===== config.mk =====
export PLATFORM = sky130hd
export DESIGN_NAME = dll_name_lookalike_check_unit_flat
export DESIGN_NICKNAME = d
export VERILOG_FILES = /design/src/hdl/lkc_pkg.sv /design/src/hdl/lkc_stream_if.sv /design/src/hdl/lkc_datapath.sv /design/src/hdl/lkc_controller.sv /design/src/hdl/dll_name_lookalike_check_unit.sv /design/src/flat_wrapper.sv
export VERILOG_INCLUDE_DIRS = /design/src /design/src/hdl
export SDC_FILE = /design/constraint.sdc
export NUM_CORES = 1
export LEC_CHECK = 0
export ABC_AREA = 1
export BUFFER_PORTS_ARGS = -buffer_cell sky130_fd_sc_hd__buf_2
export CORE_ASPECT_RATIO = 1.1
export CORE_MARGIN = 2
export CORE_UTILIZATION = 55
export CTS_CLUSTER_SIZE = 16
export DETAILED_ROUTE_END_ITERATION = 7
export GPL_TIMING_DRIVEN = 0
export HOLD_SLACK_MARGIN = 0.15
export PLACE_DENSITY = 0.75
export SYNTH_ARGS = -nofsm -noshare
export SYNTH_HDL_FRONTEND = slang
export SYNTH_HIERARCHICAL = 1
export SYNTH_SLANG_ARGS = --single-unit
export TNS_END_PERCENT = 5

===== constraint.sdc =====
create_clock -name clk -period 22.2 [get_ports clk]
set_input_delay 0 -clock clk [delete_from_list [all_inputs] [get_ports clk]]
set_output_delay 0 -clock clk [all_outputs]
set_load 0.005 [all_outputs]

===== src/hdl/dll_name_lookalike_check_unit_assert.svh =====
// Assertion macros for the lookalike check unit.
`ifndef DLL_NAME_LOOKALIKE_CHECK_UNIT_ASSERT_SVH
`define DLL_NAME_LOOKALIKE_CHECK_UNIT_ASSERT_SVH

`ifndef ASSERT_OFF
// Holds at every clock edge outside reset.
`define LKC_ASSERT(label, expr, msg) \
  label: assert property (@(posedge clk) disable iff (rst) (expr)) else $error(msg);
// Condition in one cycle implies a condition in the next.
`define LKC_ASSERT_NEXT(label, pre, post, msg) \
  label: assert property (@(posedge clk) disable iff (rst) (pre) |=> (post)) else $error(msg);
`else
`define LKC_ASSERT(label, expr, msg)
`define LKC_ASSERT_NEXT(label, pre, post, msg)
`endif

`endif


===== src/hdl/lkc_pkg.sv =====
// Types, constants and reference name table for the lookalike check unit.
package lkc_pkg;

  localparam int TABLE_NAMES = 12;
  localparam int TABLE_WIDTH = 16;
  localparam int CHAR_W      = 16;
  localparam int COL_W       = 6;   // holds column 0..63
  localparam int ENTRY_W     = 4;   // reference index, also the "none" code

  localparam logic [TABLE_WIDTH*8-1:0] REF_TEXT [TABLE_NAMES] = '{
    "ntdll.dll", "kernel32.dll", "kernelbase.dll", "user32.dll",
    "gdi32.dll", "advapi32.dll", "ole32.dll", "shell32.dll",
    "combase.dll", "msvcrt.dll", "ws2_32.dll", "wininet.dll"
  };

  localparam int REF_LEN [TABLE_NAMES] = '{9, 12, 14, 10, 9, 12, 9, 11, 11, 10, 10, 11};

  typedef enum logic [1:0] {
    ST_IDLE,
    ST_SWEEP,
    ST_SCAN,
    ST_DONE
  } state_t;

  typedef struct packed {
    logic               load;
    logic               step;
    logic [COL_W-1:0]   col;
    logic               init;
    logic               scan_clear;
    logic               scan_check;
    logic [ENTRY_W-1:0] entry;
    logic               out_load;
  } cmd_t;

  typedef struct packed {
    logic too_long;
    logic found;
    logic out_free;
  } status_t;

  // Character p (0-based) of reference r; zero past its end.
  function automatic logic [CHAR_W-1:0] ref_char(input int r, input int p);
    logic [7:0] b;
    b = 8'h00;
    if (p >= 0 && p < REF_LEN[r]) begin
      b = REF_TEXT[r][8*(REF_LEN[r]-1-p) +: 8];
    end
    return {8'h00, b};
  endfunction

  function automatic logic [1:0] sat3(input logic [2:0] v);
    return (v > 3'd3) ? 2'd3 : v[1:0];
  endfunction

endpackage


===== src/hdl/lkc_stream_if.sv =====
// Valid/ready channel interfaces for characters in and verdicts out.
interface lkc_char_if;
  logic        valid;
  logic        ready;
  logic [15:0] name_char;
  logic        last;
  modport source(output valid, name_char, last, input ready);
  modport sink(input valid, name_char, last, output ready);
endinterface

interface lkc_verdict_if;
  logic       valid;
  logic       ready;
  logic       is_lookalike;
  logic       is_system_name;
  logic [3:0] deciding_entry;
  modport source(output valid, is_lookalike, is_system_name, deciding_entry, input ready);
  modport sink(input valid, is_lookalike, is_system_name, deciding_entry, output ready);
endinterface


===== src/hdl/lkc_datapath.sv =====
// Distance rows, per-name column update lanes, scan result and output register.
module lkc_datapath #(
  parameter int REF_COUNT    = 12,
  parameter int ACTIVE_COUNT = 12,
  parameter int NAME_MAX_LEN = 32,
  parameter int REF_MAX_LEN  = 14
) (
  input  logic                              clk,
  input  logic                              rst,
  input  lkc_pkg::cmd_t                     cmd,
  output lkc_pkg::status_t                  sts,
  input  logic [lkc_pkg::CHAR_W-1:0]        name_char,
  lkc_verdict_if.source                     verdict
);

  localparam int ROW_N = REF_MAX_LEN + 1;
  localparam int IDX_W = (ACTIVE_COUNT > 1) ? $clog2(ACTIVE_COUNT) : 1;
  localparam int LEN_W = $clog2(NAME_MAX_LEN + 2);

  logic [lkc_pkg::CHAR_W-1:0] ch;
  logic [LEN_W-1:0]           name_len;
  logic [1:0]                 fin_all [ACTIVE_COUNT];
  logic [1:0]                 fin_sel;

  logic                         pend_lk;
  logic                         pend_sys;
  logic [lkc_pkg::ENTRY_W-1:0]  pend_idx;
  logic                         out_valid;

  // Character register, folded to lower case for A..Z only.
  always_ff @(posedge clk) begin
    if (cmd.load) begin
      if (name_char >= 16'h0041 && name_char <= 16'h005A) begin
        ch <= name_char + 16'h0020;
      end else begin
        ch <= name_char;
      end
    end
  end

  always_ff @(posedge clk) begin
    if (rst || cmd.init) begin
      name_len <= '0;
    end else if (cmd.load && name_len <= LEN_W'(NAME_MAX_LEN)) begin
      name_len <= name_len + 1'b1;
    end
  end

  // One lane per reference name; each row rotates once per character.
  for (genvar r = 0; r < ACTIVE_COUNT; r++) begin : g_lane
    localparam int LEN_T = (lkc_pkg::REF_LEN[r] < lkc_pkg::TABLE_WIDTH) ?
                           lkc_pkg::REF_LEN[r] : lkc_pkg::TABLE_WIDTH;
    localparam int LEN_R = (LEN_T < REF_MAX_LEN) ? LEN_T : REF_MAX_LEN;

    logic [1:0] row [ROW_N];
    logic [1:0] diag;
    logic [1:0] left;
    logic [1:0] fin;
    logic [1:0] head;
    logic [1:0] nv;
    logic [2:0] up;
    logic [2:0] lf;
    logic [2:0] dg;
    logic [2:0] best;
    logic       cost;

    always_comb begin
      head = row[0];
      up   = {1'b0, head} + 3'd1;
      lf   = {1'b0, left} + 3'd1;
      cost = (lkc_pkg::ref_char(r, int'(cmd.col) - 1) != ch);
      dg   = {1'b0, diag} + {2'b00, cost};
      best = up;
      if (lf < best) best = lf;
      if (dg < best) best = dg;
      if (cmd.col == '0) begin
        nv = lkc_pkg::sat3(up);
      end else if (cmd.col <= lkc_pkg::COL_W'(LEN_R)) begin
        nv = lkc_pkg::sat3(best);
      end else begin
        nv = head;
      end
    end

    always_ff @(posedge clk) begin
      if (rst || cmd.init) begin
        for (int k = 0; k < ROW_N; k++) begin
          row[k] <= (k > 3) ? 2'd3 : 2'(k);
        end
      end else if (cmd.step) begin
        for (int k = 0; k < ROW_N - 1; k++) begin
          row[k] <= row[k+1];
        end
        row[ROW_N-1] <= nv;
      end
    end

    always_ff @(posedge clk) begin
      if (cmd.step) begin
        diag <= head;
        left <= nv;
        if (cmd.col == lkc_pkg::COL_W'(LEN_R)) begin
          fin <= nv;
        end
      end
    end

    assign fin_all[r] = fin;
  end

  assign fin_sel = fin_all[cmd.entry[IDX_W-1:0]];

  always_ff @(posedge clk) begin
    if (cmd.scan_clear) begin
      pend_lk  <= 1'b0;
      pend_sys <= 1'b0;
      pend_idx <= lkc_pkg::ENTRY_W'(REF_COUNT);
    end else if (cmd.scan_check && fin_sel <= 2'd2) begin
      pend_lk  <= (fin_sel != 2'd0);
      pend_sys <= (fin_sel == 2'd0);
      pend_idx <= cmd.entry;
    end
  end

  always_ff @(posedge clk) begin
    if (rst) begin
      out_valid <= 1'b0;
    end else if (cmd.out_load) begin
      out_valid <= 1'b1;
    end else if (verdict.ready) begin
      out_valid <= 1'b0;
    end
  end

  always_ff @(posedge clk) begin
    if (cmd.out_load) begin
      verdict.is_lookalike   <= pend_lk;
      verdict.is_system_name <= pend_sys;
      verdict.deciding_entry <= pend_idx;
    end
  end

  assign verdict.valid = out_valid;

  assign sts.too_long = (name_len > LEN_W'(NAME_MAX_LEN));
  assign sts.found    = (fin_sel <= 2'd2);
  assign sts.out_free = !out_valid || verdict.ready;

endmodule


===== src/hdl/lkc_controller.sv =====
// Sequencer: accepts a character, sweeps the columns, scans names, hands off the verdict.
module lkc_controller #(
  parameter int ACTIVE_COUNT = 12,
  parameter int REF_MAX_LEN  = 14
) (
  input  logic              clk,
  input  logic              rst,
  input  logic              in_valid,
  input  logic              in_last,
  output logic              in_ready,
  input  lkc_pkg::status_t  sts,
  output lkc_pkg::cmd_t     cmd
);

  lkc_pkg::state_t               state, state_next;
  logic [lkc_pkg::COL_W-1:0]     col, col_next;
  logic [lkc_pkg::ENTRY_W-1:0]   entry, entry_next;
  logic                          last_q, last_q_next;

  always_ff @(posedge clk) begin
    if (rst) begin
      state  <= lkc_pkg::ST_IDLE;
      col    <= '0;
      entry  <= '0;
      last_q <= 1'b0;
    end else begin
      state  <= state_next;
      col    <= col_next;
      entry  <= entry_next;
      last_q <= last_q_next;
    end
  end

  always_comb begin
    state_next     = state;
    col_next       = col;
    entry_next     = entry;
    last_q_next    = last_q;
    in_ready       = 1'b0;
    cmd            = '0;
    cmd.col        = col;
    cmd.entry      = entry;
    unique case (state)
      lkc_pkg::ST_IDLE: begin
        in_ready = 1'b1;
        if (in_valid) begin
          cmd.load    = 1'b1;
          last_q_next = in_last;
          col_next    = '0;
          state_next  = lkc_pkg::ST_SWEEP;
        end
      end
      lkc_pkg::ST_SWEEP: begin
        cmd.step = 1'b1;
        if (col == lkc_pkg::COL_W'(REF_MAX_LEN)) begin
          if (last_q) begin
            cmd.init       = 1'b1;
            cmd.scan_clear = 1'b1;
            entry_next     = '0;
            state_next     = sts.too_long ? lkc_pkg::ST_DONE : lkc_pkg::ST_SCAN;
          end else begin
            state_next = lkc_pkg::ST_IDLE;
          end
        end else begin
          col_next = col + 1'b1;
        end
      end
      lkc_pkg::ST_SCAN: begin
        cmd.scan_check = 1'b1;
        if (sts.found || entry == lkc_pkg::ENTRY_W'(ACTIVE_COUNT - 1)) begin
          state_next = lkc_pkg::ST_DONE;
        end else begin
          entry_next = entry + 1'b1;
        end
      end
      lkc_pkg::ST_DONE: begin
        if (sts.out_free) begin
          cmd.out_load = 1'b1;
          state_next   = lkc_pkg::ST_IDLE;
        end
      end
      default: begin
        state_next = lkc_pkg::ST_IDLE;
      end
    endcase
  end

endmodule


===== src/hdl/dll_name_lookalike_check_unit.sv =====
// Top level of the file name lookalike check unit.
// A file name arrives one UTF-16 code unit per transaction on chars, with last set on its
// final unit; A..Z are folded to lower case. Each unit is registered on acceptance and then
// swept through REF_MAX_LEN+1 columns, one column per cycle for all reference names in
// parallel, over the per-name rotating distance rows; the next unit is taken only after the
// sweep ends. On the last unit the reference names are then scanned in order, one per cycle,
// until one is within distance 2 (at most min(REF_COUNT,12) names; skipped for a name over
// NAME_MAX_LEN units), and the verdict is then moved into the output register once that
// register is free. The next name can start while that verdict waits on verdict.
// deciding_entry reads REF_COUNT (low four bits) when no name decided. The distance rows are
// flip-flops reloaded together on reset or init, so no clearing pass follows reset.
module dll_name_lookalike_check_unit #(
  parameter int REF_COUNT    = 12,
  parameter int NAME_MAX_LEN = 32,
  parameter int REF_MAX_LEN  = 14
) (
  input  logic          clk,
  input  logic          rst,
  lkc_char_if.sink      chars,
  lkc_verdict_if.source verdict
);

`include "dll_name_lookalike_check_unit_assert.svh"

  localparam int ACTIVE_COUNT = (REF_COUNT < lkc_pkg::TABLE_NAMES) ?
                                REF_COUNT : lkc_pkg::TABLE_NAMES;

  lkc_pkg::cmd_t    cmd;
  lkc_pkg::status_t sts;

  lkc_controller #(
    .ACTIVE_COUNT (ACTIVE_COUNT),
    .REF_MAX_LEN  (REF_MAX_LEN)
  ) u_ctrl (
    .clk      (clk),
    .rst      (rst),
    .in_valid (chars.valid),
    .in_last  (chars.last),
    .in_ready (chars.ready),
    .sts      (sts),
    .cmd      (cmd)
  );

  lkc_datapath #(
    .REF_COUNT    (REF_COUNT),
    .ACTIVE_COUNT (ACTIVE_COUNT),
    .NAME_MAX_LEN (NAME_MAX_LEN),
    .REF_MAX_LEN  (REF_MAX_LEN)
  ) u_dp (
    .clk       (clk),
    .rst       (rst),
    .cmd       (cmd),
    .sts       (sts),
    .name_char (chars.name_char),
    .verdict   (verdict)
  );

  `LKC_ASSERT(a_no_accept_in_sweep, !(chars.ready && cmd.step), "unit accepted while sweeping")
  `LKC_ASSERT_NEXT(a_accept_starts_sweep, chars.valid && chars.ready, cmd.step && cmd.col == '0, "sweep did not start at column zero")
  `LKC_ASSERT(a_out_load_slot_free, !cmd.out_load || !verdict.valid || verdict.ready, "verdict overwritten before transaction")
  `LKC_ASSERT(a_flags_exclusive, !(verdict.valid && verdict.is_lookalike && verdict.is_system_name), "both verdict flags set")

endmodule

===== src/flat_wrapper.sv =====
// flat-port wrapper written by rule: the top's interface ports become plain ports
module dll_name_lookalike_check_unit_flat 
#(
  parameter int REF_COUNT    = 12,
  parameter int NAME_MAX_LEN = 32,
  parameter int REF_MAX_LEN  = 14
)
  (clk, rst, chars_valid, chars_name_char, chars_last, chars_ready, verdict_valid, verdict_is_lookalike, verdict_is_system_name, verdict_deciding_entry, verdict_ready);
  lkc_char_if chars_i ();
  lkc_verdict_if verdict_i ();
  input  logic clk;
  input  logic rst;
  input wire logic [$bits(chars_i.valid)-1:0] chars_valid;
  input wire logic [$bits(chars_i.name_char)-1:0] chars_name_char;
  input wire logic [$bits(chars_i.last)-1:0] chars_last;
  output wire logic [$bits(chars_i.ready)-1:0] chars_ready;
  output wire logic [$bits(verdict_i.valid)-1:0] verdict_valid;
  output wire logic [$bits(verdict_i.is_lookalike)-1:0] verdict_is_lookalike;
  output wire logic [$bits(verdict_i.is_system_name)-1:0] verdict_is_system_name;
  output wire logic [$bits(verdict_i.deciding_entry)-1:0] verdict_deciding_entry;
  input wire logic [$bits(verdict_i.ready)-1:0] verdict_ready;
  assign chars_i.valid = chars_valid;
  assign chars_i.name_char = chars_name_char;
  assign chars_i.last = chars_last;
  assign chars_ready = chars_i.ready;
  assign verdict_valid = verdict_i.valid;
  assign verdict_is_lookalike = verdict_i.is_lookalike;
  assign verdict_is_system_name = verdict_i.is_system_name;
  assign verdict_deciding_entry = verdict_i.deciding_entry;
  assign verdict_i.ready = verdict_ready;
  dll_name_lookalike_check_unit #(.REF_COUNT(REF_COUNT), .NAME_MAX_LEN(NAME_MAX_LEN), .REF_MAX_LEN(REF_MAX_LEN)) u_core (.clk(clk), .rst(rst), .chars(chars_i), .verdict(verdict_i));
endmodule

Word level (Yosys, flattened, before mapping)
Memory sizes are Yosys's and may differ from the RTL's.
Cells that the tools add are included.
Widths: inputs -> output; s select.

storage, ports and cells
  bits in registers = 120
  RAM bits = 360
  output and inout port bits = 8
  word-level logic and storage cells = 720
  memories = 12

memories
  name                        words  width  rd ports  clocked after Yosys merged registers in  wr ports  line                source
  u_core.u_dp.g_lane[0].row   15     2      15        0                                        15        lkc_datapath.sv:55  logic [1:0] row [ROW_N];
  u_core.u_dp.g_lane[10].row  15     2      15        0                                        15        lkc_datapath.sv:55
  u_core.u_dp.g_lane[11].row  15     2      15        0                                        15        lkc_datapath.sv:55
  u_core.u_dp.g_lane[1].row   15     2      15        0                                        15        lkc_datapath.sv:55
  u_core.u_dp.g_lane[2].row   15     2      15        0                                        15        lkc_datapath.sv:55
  u_core.u_dp.g_lane[3].row   15     2      15        0                                        15        lkc_datapath.sv:55
  6 more memories             -      -      -         -                                        -         -

operators by class
  $add $sub $neg = 46
  magnitude comparators = 65
  eq/ne operators = 28
  shifts and indexed selects = 12
  muxes and demuxes = 299
  bitwise gates (word level) = 181
  reduce and logical (&&, ||, !) cells = 28

operators with widths
  kind                       number
  $shiftx 128x32->8 const A  9
  $mux 2                     238
  $shiftx 128x11->8 const A  3
  $ne 8x16->1                12
  $or 1x1->1                 180
  $mux 8                     12
  $add 2x1->3 const B        24
  $gt 3x2->1 const B         24
  $lt 3x3->1                 24
  $mux 3                     24
  $sub 5x7->8 const A        5
  $add 2x1->3                12
  $lt 7x5->1 const B         5
  $eq 6x4->1 const B         5
  $le 6x4->1 const B         5
  $add 16x6->16 const B      1
  $ge 16x7->1 const B        1
  $le 16x7->1 const B        1
  $mux 16                    1
  $mux 1                     15
  $add 6x1->6 const B        2
  $mux 4                     3
  $mux 6                     2
  $ne 2x2->1 const B         6
  other kinds (25)           45

Depth between registers and ports, before layout
  word-level depth = 13
  gate-level depth with buffers = 34
  gate-level depth less buffers = 31

By module
Netlist, hierarchy kept.

modules (own cells, without submodules)
  module          times used  cells an instance  area an instance (sq um)  sequential area each (sq um)
  lkc_datapath    1           2316               24028.0                   13893.3
  lkc_controller  1           120                830.8                     260.2

Worst setup path before layout
Ideal clock, no wire load.

  path kind = reg-to-reg
  start point = reg u_core/u_ctrl/col[0] (netlist name)
  end point = mem u_core.u_dp.g_lane[0].row[0][0] (enable)
  arrival time = 7779 ps
  required time = 19552 ps
  setup slack = 11772 ps
  stages on the path, launching flop included = 12
  buffers on the path = 3
  clock period less this slack = 10428 ps
  path through = dfxtp_1 -> inv_1 -> ha_1 -> nand3_1 -> nor2_4 -> nand2_4 -> inv_1 -> buf_4 -> nor2_1 -> clkbuf_1 -> clkbuf_1 -> nand2_1

RTL lines
  what                      line                  source
  start: declaration        lkc_controller.sv:16  logic [lkc_pkg::COL_W-1:0] col, col_next;
  start signal: assignment  lkc_controller.sv:28  col <= col_next;
  end: declaration          lkc_datapath.sv:55

==> impl_results.md <==
- Outcome: completed
- Worst slew margin: 0.354
- CTS Buffer Depth: 3
- # diodes: 0
- Initial Util: 0.557
- Reg-to-reg setup timing slack: 15860 ps
- Deepest level of the CTS H-tree: 2
- Synth Flop Type: edfxtp_1
- Sequential share of power: 0.448
- Clk root buf: clkbuf_16
- Sequential area share after synthesis: 0.569
- Overall power: between 2 and 2.5 mW
- Dpl ws: 15940 ps
- Flop and latch count out of synthesis: 480
- Cell area power density: approximately 88 mW/mm^2
- Row count: 81
- IO Pins: 29
- Drt first pass iters: 6
- Setup crit end kind: flip-flop
- CTS Sinks: 480
- Syn Inst Count: approximately 2400
- Clk_skew: between 20 and 30 ps
- Die X-Extent: between 200 and 250 um
- CP Launch Type: flip-flop
- Final ANT Viol Nets: 0
- Full die area: roughly 0.047 sq mm
- Fmax achieved: between 150 and 200 MHz
- GRT Util Overall: 0.240
- Core ar.: between 0.04 and 0.05 sq mm
- Pin count of the biggest net entering global routing: 78
- Routed len/inst: ~18 um
- Worst EP required: between 20000 and 25000 ps
- Vias per cell: approximately 5.5
- Worst hold path class: primary input to flip-flop
- Comb pwr share: 0.234
- Hold depth: 2
- Switching pwr: roughly 0.75 mW
- Placer Congestion: a little over 0.9
- P&R area growth vs syn: 11.5%
- # hold bufs at CTS: 29
- Maximum vdd drop: between 60 and 70 uV
- RSZ-0062 raised after global routing: false
- Vias in the first global route: 16600
- Yosys Warn Count: 6
- Setup Buffers After CTS: 0
- Hold Vio Cnt, Final: 0
- Area of the mapped netlist: about 0.025 sq mm
- Final number of max-transition violations: 0
- 1st-iter DRT viols: about 1500
- Mean Syn Cell Area: 10.2 sq um
- CP max stage delay: ~600 ps
- Layout cell share with drive strength beyond 1: 0.198
- Final Setup Violations: 0
- Critical path's slowest cell: buf_1
- Port Buf Inserts: 28
- Tmin final: 6340 ps
- Hold_sp: chars_name_char[1]
- Maximum fanout along the worst path: 12
- Final worst slack: between 15000 and 20000 ps
- DRC Markers: 0
- Reg clk slew, reported paths: ~60 ps
- Number of synthesized flops with an enable pin: 454
- Worst Path Arrival: 6610 ps
- Setup TNS: 0 ps
- Netlist cell types: 49
- Internal: between 1.5 and 2 mW
- Cell mode on critical path: nand2_1
- Fin nets: 2719
- Fill count: 3535
- Slew @ Worst Pin: ~970 ps
- CTS tree: yes
- Mapped Nets: approximately 2600
- Clock latency on the worst-skew pair: roughly 580 ps
- Post-Route WL: between 50000 and 60000 um
- Critical R2R Launch: u_core/u_ctrl/col[0]
- Remaining global-route overflow: 0
- First-pass GRT wire length: approximately 87000 um
- Die height: between 200 and 250 um
- Hold path endpoint: u_core/u_dp/ch[1]
- Crit Path Class: flip-flop to flip-flop
- Sw frac: 0.310
- RR Endpoint: u_core/u_dp/g_lane[9].row[1][13]
- Post-route clock period utilization: 0.285
- Leakage power: ~10 nW
- Clock network fraction of design power: 0.318
- Async S/R FF share, synth: 0
- Post-CTS sizing: 0
- MaxCap Viol Count: 0
- Num CTS Buffers: 48
- Worst Reg-to-Reg Cells: 31
- Via Count: roughly 18000
- DP HPWL: 39400 um
- Initial antenna violation count: 1
state kept, by name (all words and copies together) (netlist names), 4 cells and up, named ones only:
| signal | cells |
|---|---|
| u_core/u_dp/g_lane.fin | 24 |
| u_core/u_dp/name_len | 6 |
| u_core/u_ctrl/entry | 4 |
| u_core/u_dp/ch | 16 |
| u_core/u_ctrl/col | 6 |
| u_core/u_dp/g_lane.diag | 24 |
| u_core/u_dp/verdict.deciding_entry | 4 |
| u_core/u_dp/pend_idx | 4 |
| u_core/u_dp/g_lane.left | 24 |
| u_core/u_dp/g_lane.row | 360 |
cells in the mapped netlist (8+ instances only):
cell type  number  share of area
edfxtp_1      454           0.55
nand2_1       447          0.067
or2_2         315          0.079
inv_1         232          0.035
nand3_1       176          0.035
nor2_1        173          0.026
ha_1          148          0.074
o21ai_0       120          0.024
clkbuf_1       65         0.0098
a21oi_1        63          0.013
nand4_1        33         0.0083
dfxtp_1        26          0.021
o211ai_1       23         0.0069
nand2_2        16         0.0040
xor2_1         14         0.0049
o21ai_1        12         0.0024
nor3_1         11         0.0022
nand2_4        10         0.0045
buf_2           9         0.0018
inv_2           8         0.0012
cells by family (layout without fill, tap and decap cells):
logic type | Yosys count | after routing | synth area share
fa+ha+maj | 148 | 148 | 0.0745
simple gates | 1213 | 1213 | 0.240
flops | 480 | 480 | 0.569
buf+inv | 335 | 488 | 0.0536
xor+xnor | 16 | 16 | 0.00624
compound gates | 242 | 242 | 0.0553
mux | 2 | 2 | 0.000805
worst max-delay path: cells and delay by family (launching register included):
kind	cells	cell delay [ps]
AND/OR/NAND/NOR	16	1870
buffers and inverters	7	1590
adder cells (fa/ha/maj)	5	1550
AO/OA/AOI/OAI	3	570
flip-flops	1	440
per-stage QoR:
| step | cell area, sq um | util | cells | hold WS [ps] |
|---|---|---|---|---|
| floorplan | 24900 | - | 2436 | 69.1 |
| global placement | 25700 | 0.577 | 3045 | 203 |
| detailed placement | 25900 | 0.581 | 3052 | 207 |
| CTS | 27700 | 0.621 | 3170 | 151 |
| global route | 27700 | 0.621 | 3170 | 191 |
| finish | 27700 | 0.621 | 3170 | 206 |
per-layer routing:
layer,vias to the layer above,wire length [um],GRT usage
met3,106,3580,0.0368
met5,-,0,0
met1,8442,24700,0.333
met4,0,2000,0.0927
li1,8430,-,-
met2,576,26100,0.384
how the worst max path moves through the flow:
stage	startpoint	endpoint	slack, ps	depth (start not counted)
final	u_core/u_ctrl/col[0]	u_core/u_dp/g_lane[9].row[1][13]	15860	31
after global routing	u_core/u_ctrl/col[0]	u_core/u_dp/g_lane[9].row[1][13]	15420	31
after CTS	u_core/u_ctrl/col[0]	u_core/u_dp/g_lane[9].row[1][13]	15910	31
after detailed placement	u_core/u_ctrl/col[0]	u_core/u_dp/g_lane[9].row[1][13]	15940	31
after global placement	u_core/u_ctrl/col[0]	u_core/u_dp/g_lane[6].row[0][10]	7740	11
after floorplan	u_core/u_ctrl/col[0]	u_core/u_dp/g_lane[0].row[0][0]	11770	11
placed cells by master (no fill, tap or decap), types with 4 or more instances in the layout:
master / synthesis / routed
ha_1: 148 / 148
dlygate4sd3_1: 0 / 29
inv_4: 3 / 4
nor3_1: 11 / 11
nor2_2: 6 / 6
dfxtp_1: 26 / 26
nand3_1: 176 / 176
buf_16: 0 / 4
edfxtp_1: 454 / 454
nor4_1: 4 / 4
nand3_2: 6 / 6
clkinv_1: 6 / 13
o21ai_1: 12 / 12
nor2_1: 173 / 173
nand2_2: 16 / 16
or2_2: 315 / 315
inv_2: 8 / 9
inv_1: 232 / 231
a21oi_1: 63 / 63
o211ai_1: 23 / 23
o21ai_0: 120 / 120
nand2_4: 10 / 11
nand4_1: 33 / 33
xor2_1: 14 / 14
a21oi_2: 4 / 4
clkbuf_16: 0 / 49
buf_2: 9 / 37
nand2_1: 447 / 446
buf_6: 6 / 6
clkinv_2: 0 / 8
clkbuf_1: 65 / 78
nor2_4: 5 / 5
area by class of cell:
class | count | area, sq um | share of cell area
clock buffer | 62 | 1270 | 0.0460
timing repair buffer | 64 | 601 | 0.0217
clock inverter | 27 | 236 | 0.00854
inverter | 249 | 942 | 0.0340
buffer | 86 | 390 | 0.0141
multi-input combinational | 1621 | 9380 | 0.339
tap | 581 | 727 | 0.0262
sequential | 480 | 14200 | 0.511
power by group through the flow:
stage	clock (mW)	sequential, mW	combinational, mW
2_1_floorplan	0	1.12	0.409
3_3_place_gp	0	1.14	0.515
3_5_place_dp	0	1.11	0.551
4_1_cts	0.792	1.09	0.559
5_1_grt	0.825	1.09	0.639
6_report	0.775	1.09	0.568
No activity file was read; power rests on OpenSTA's default activity.
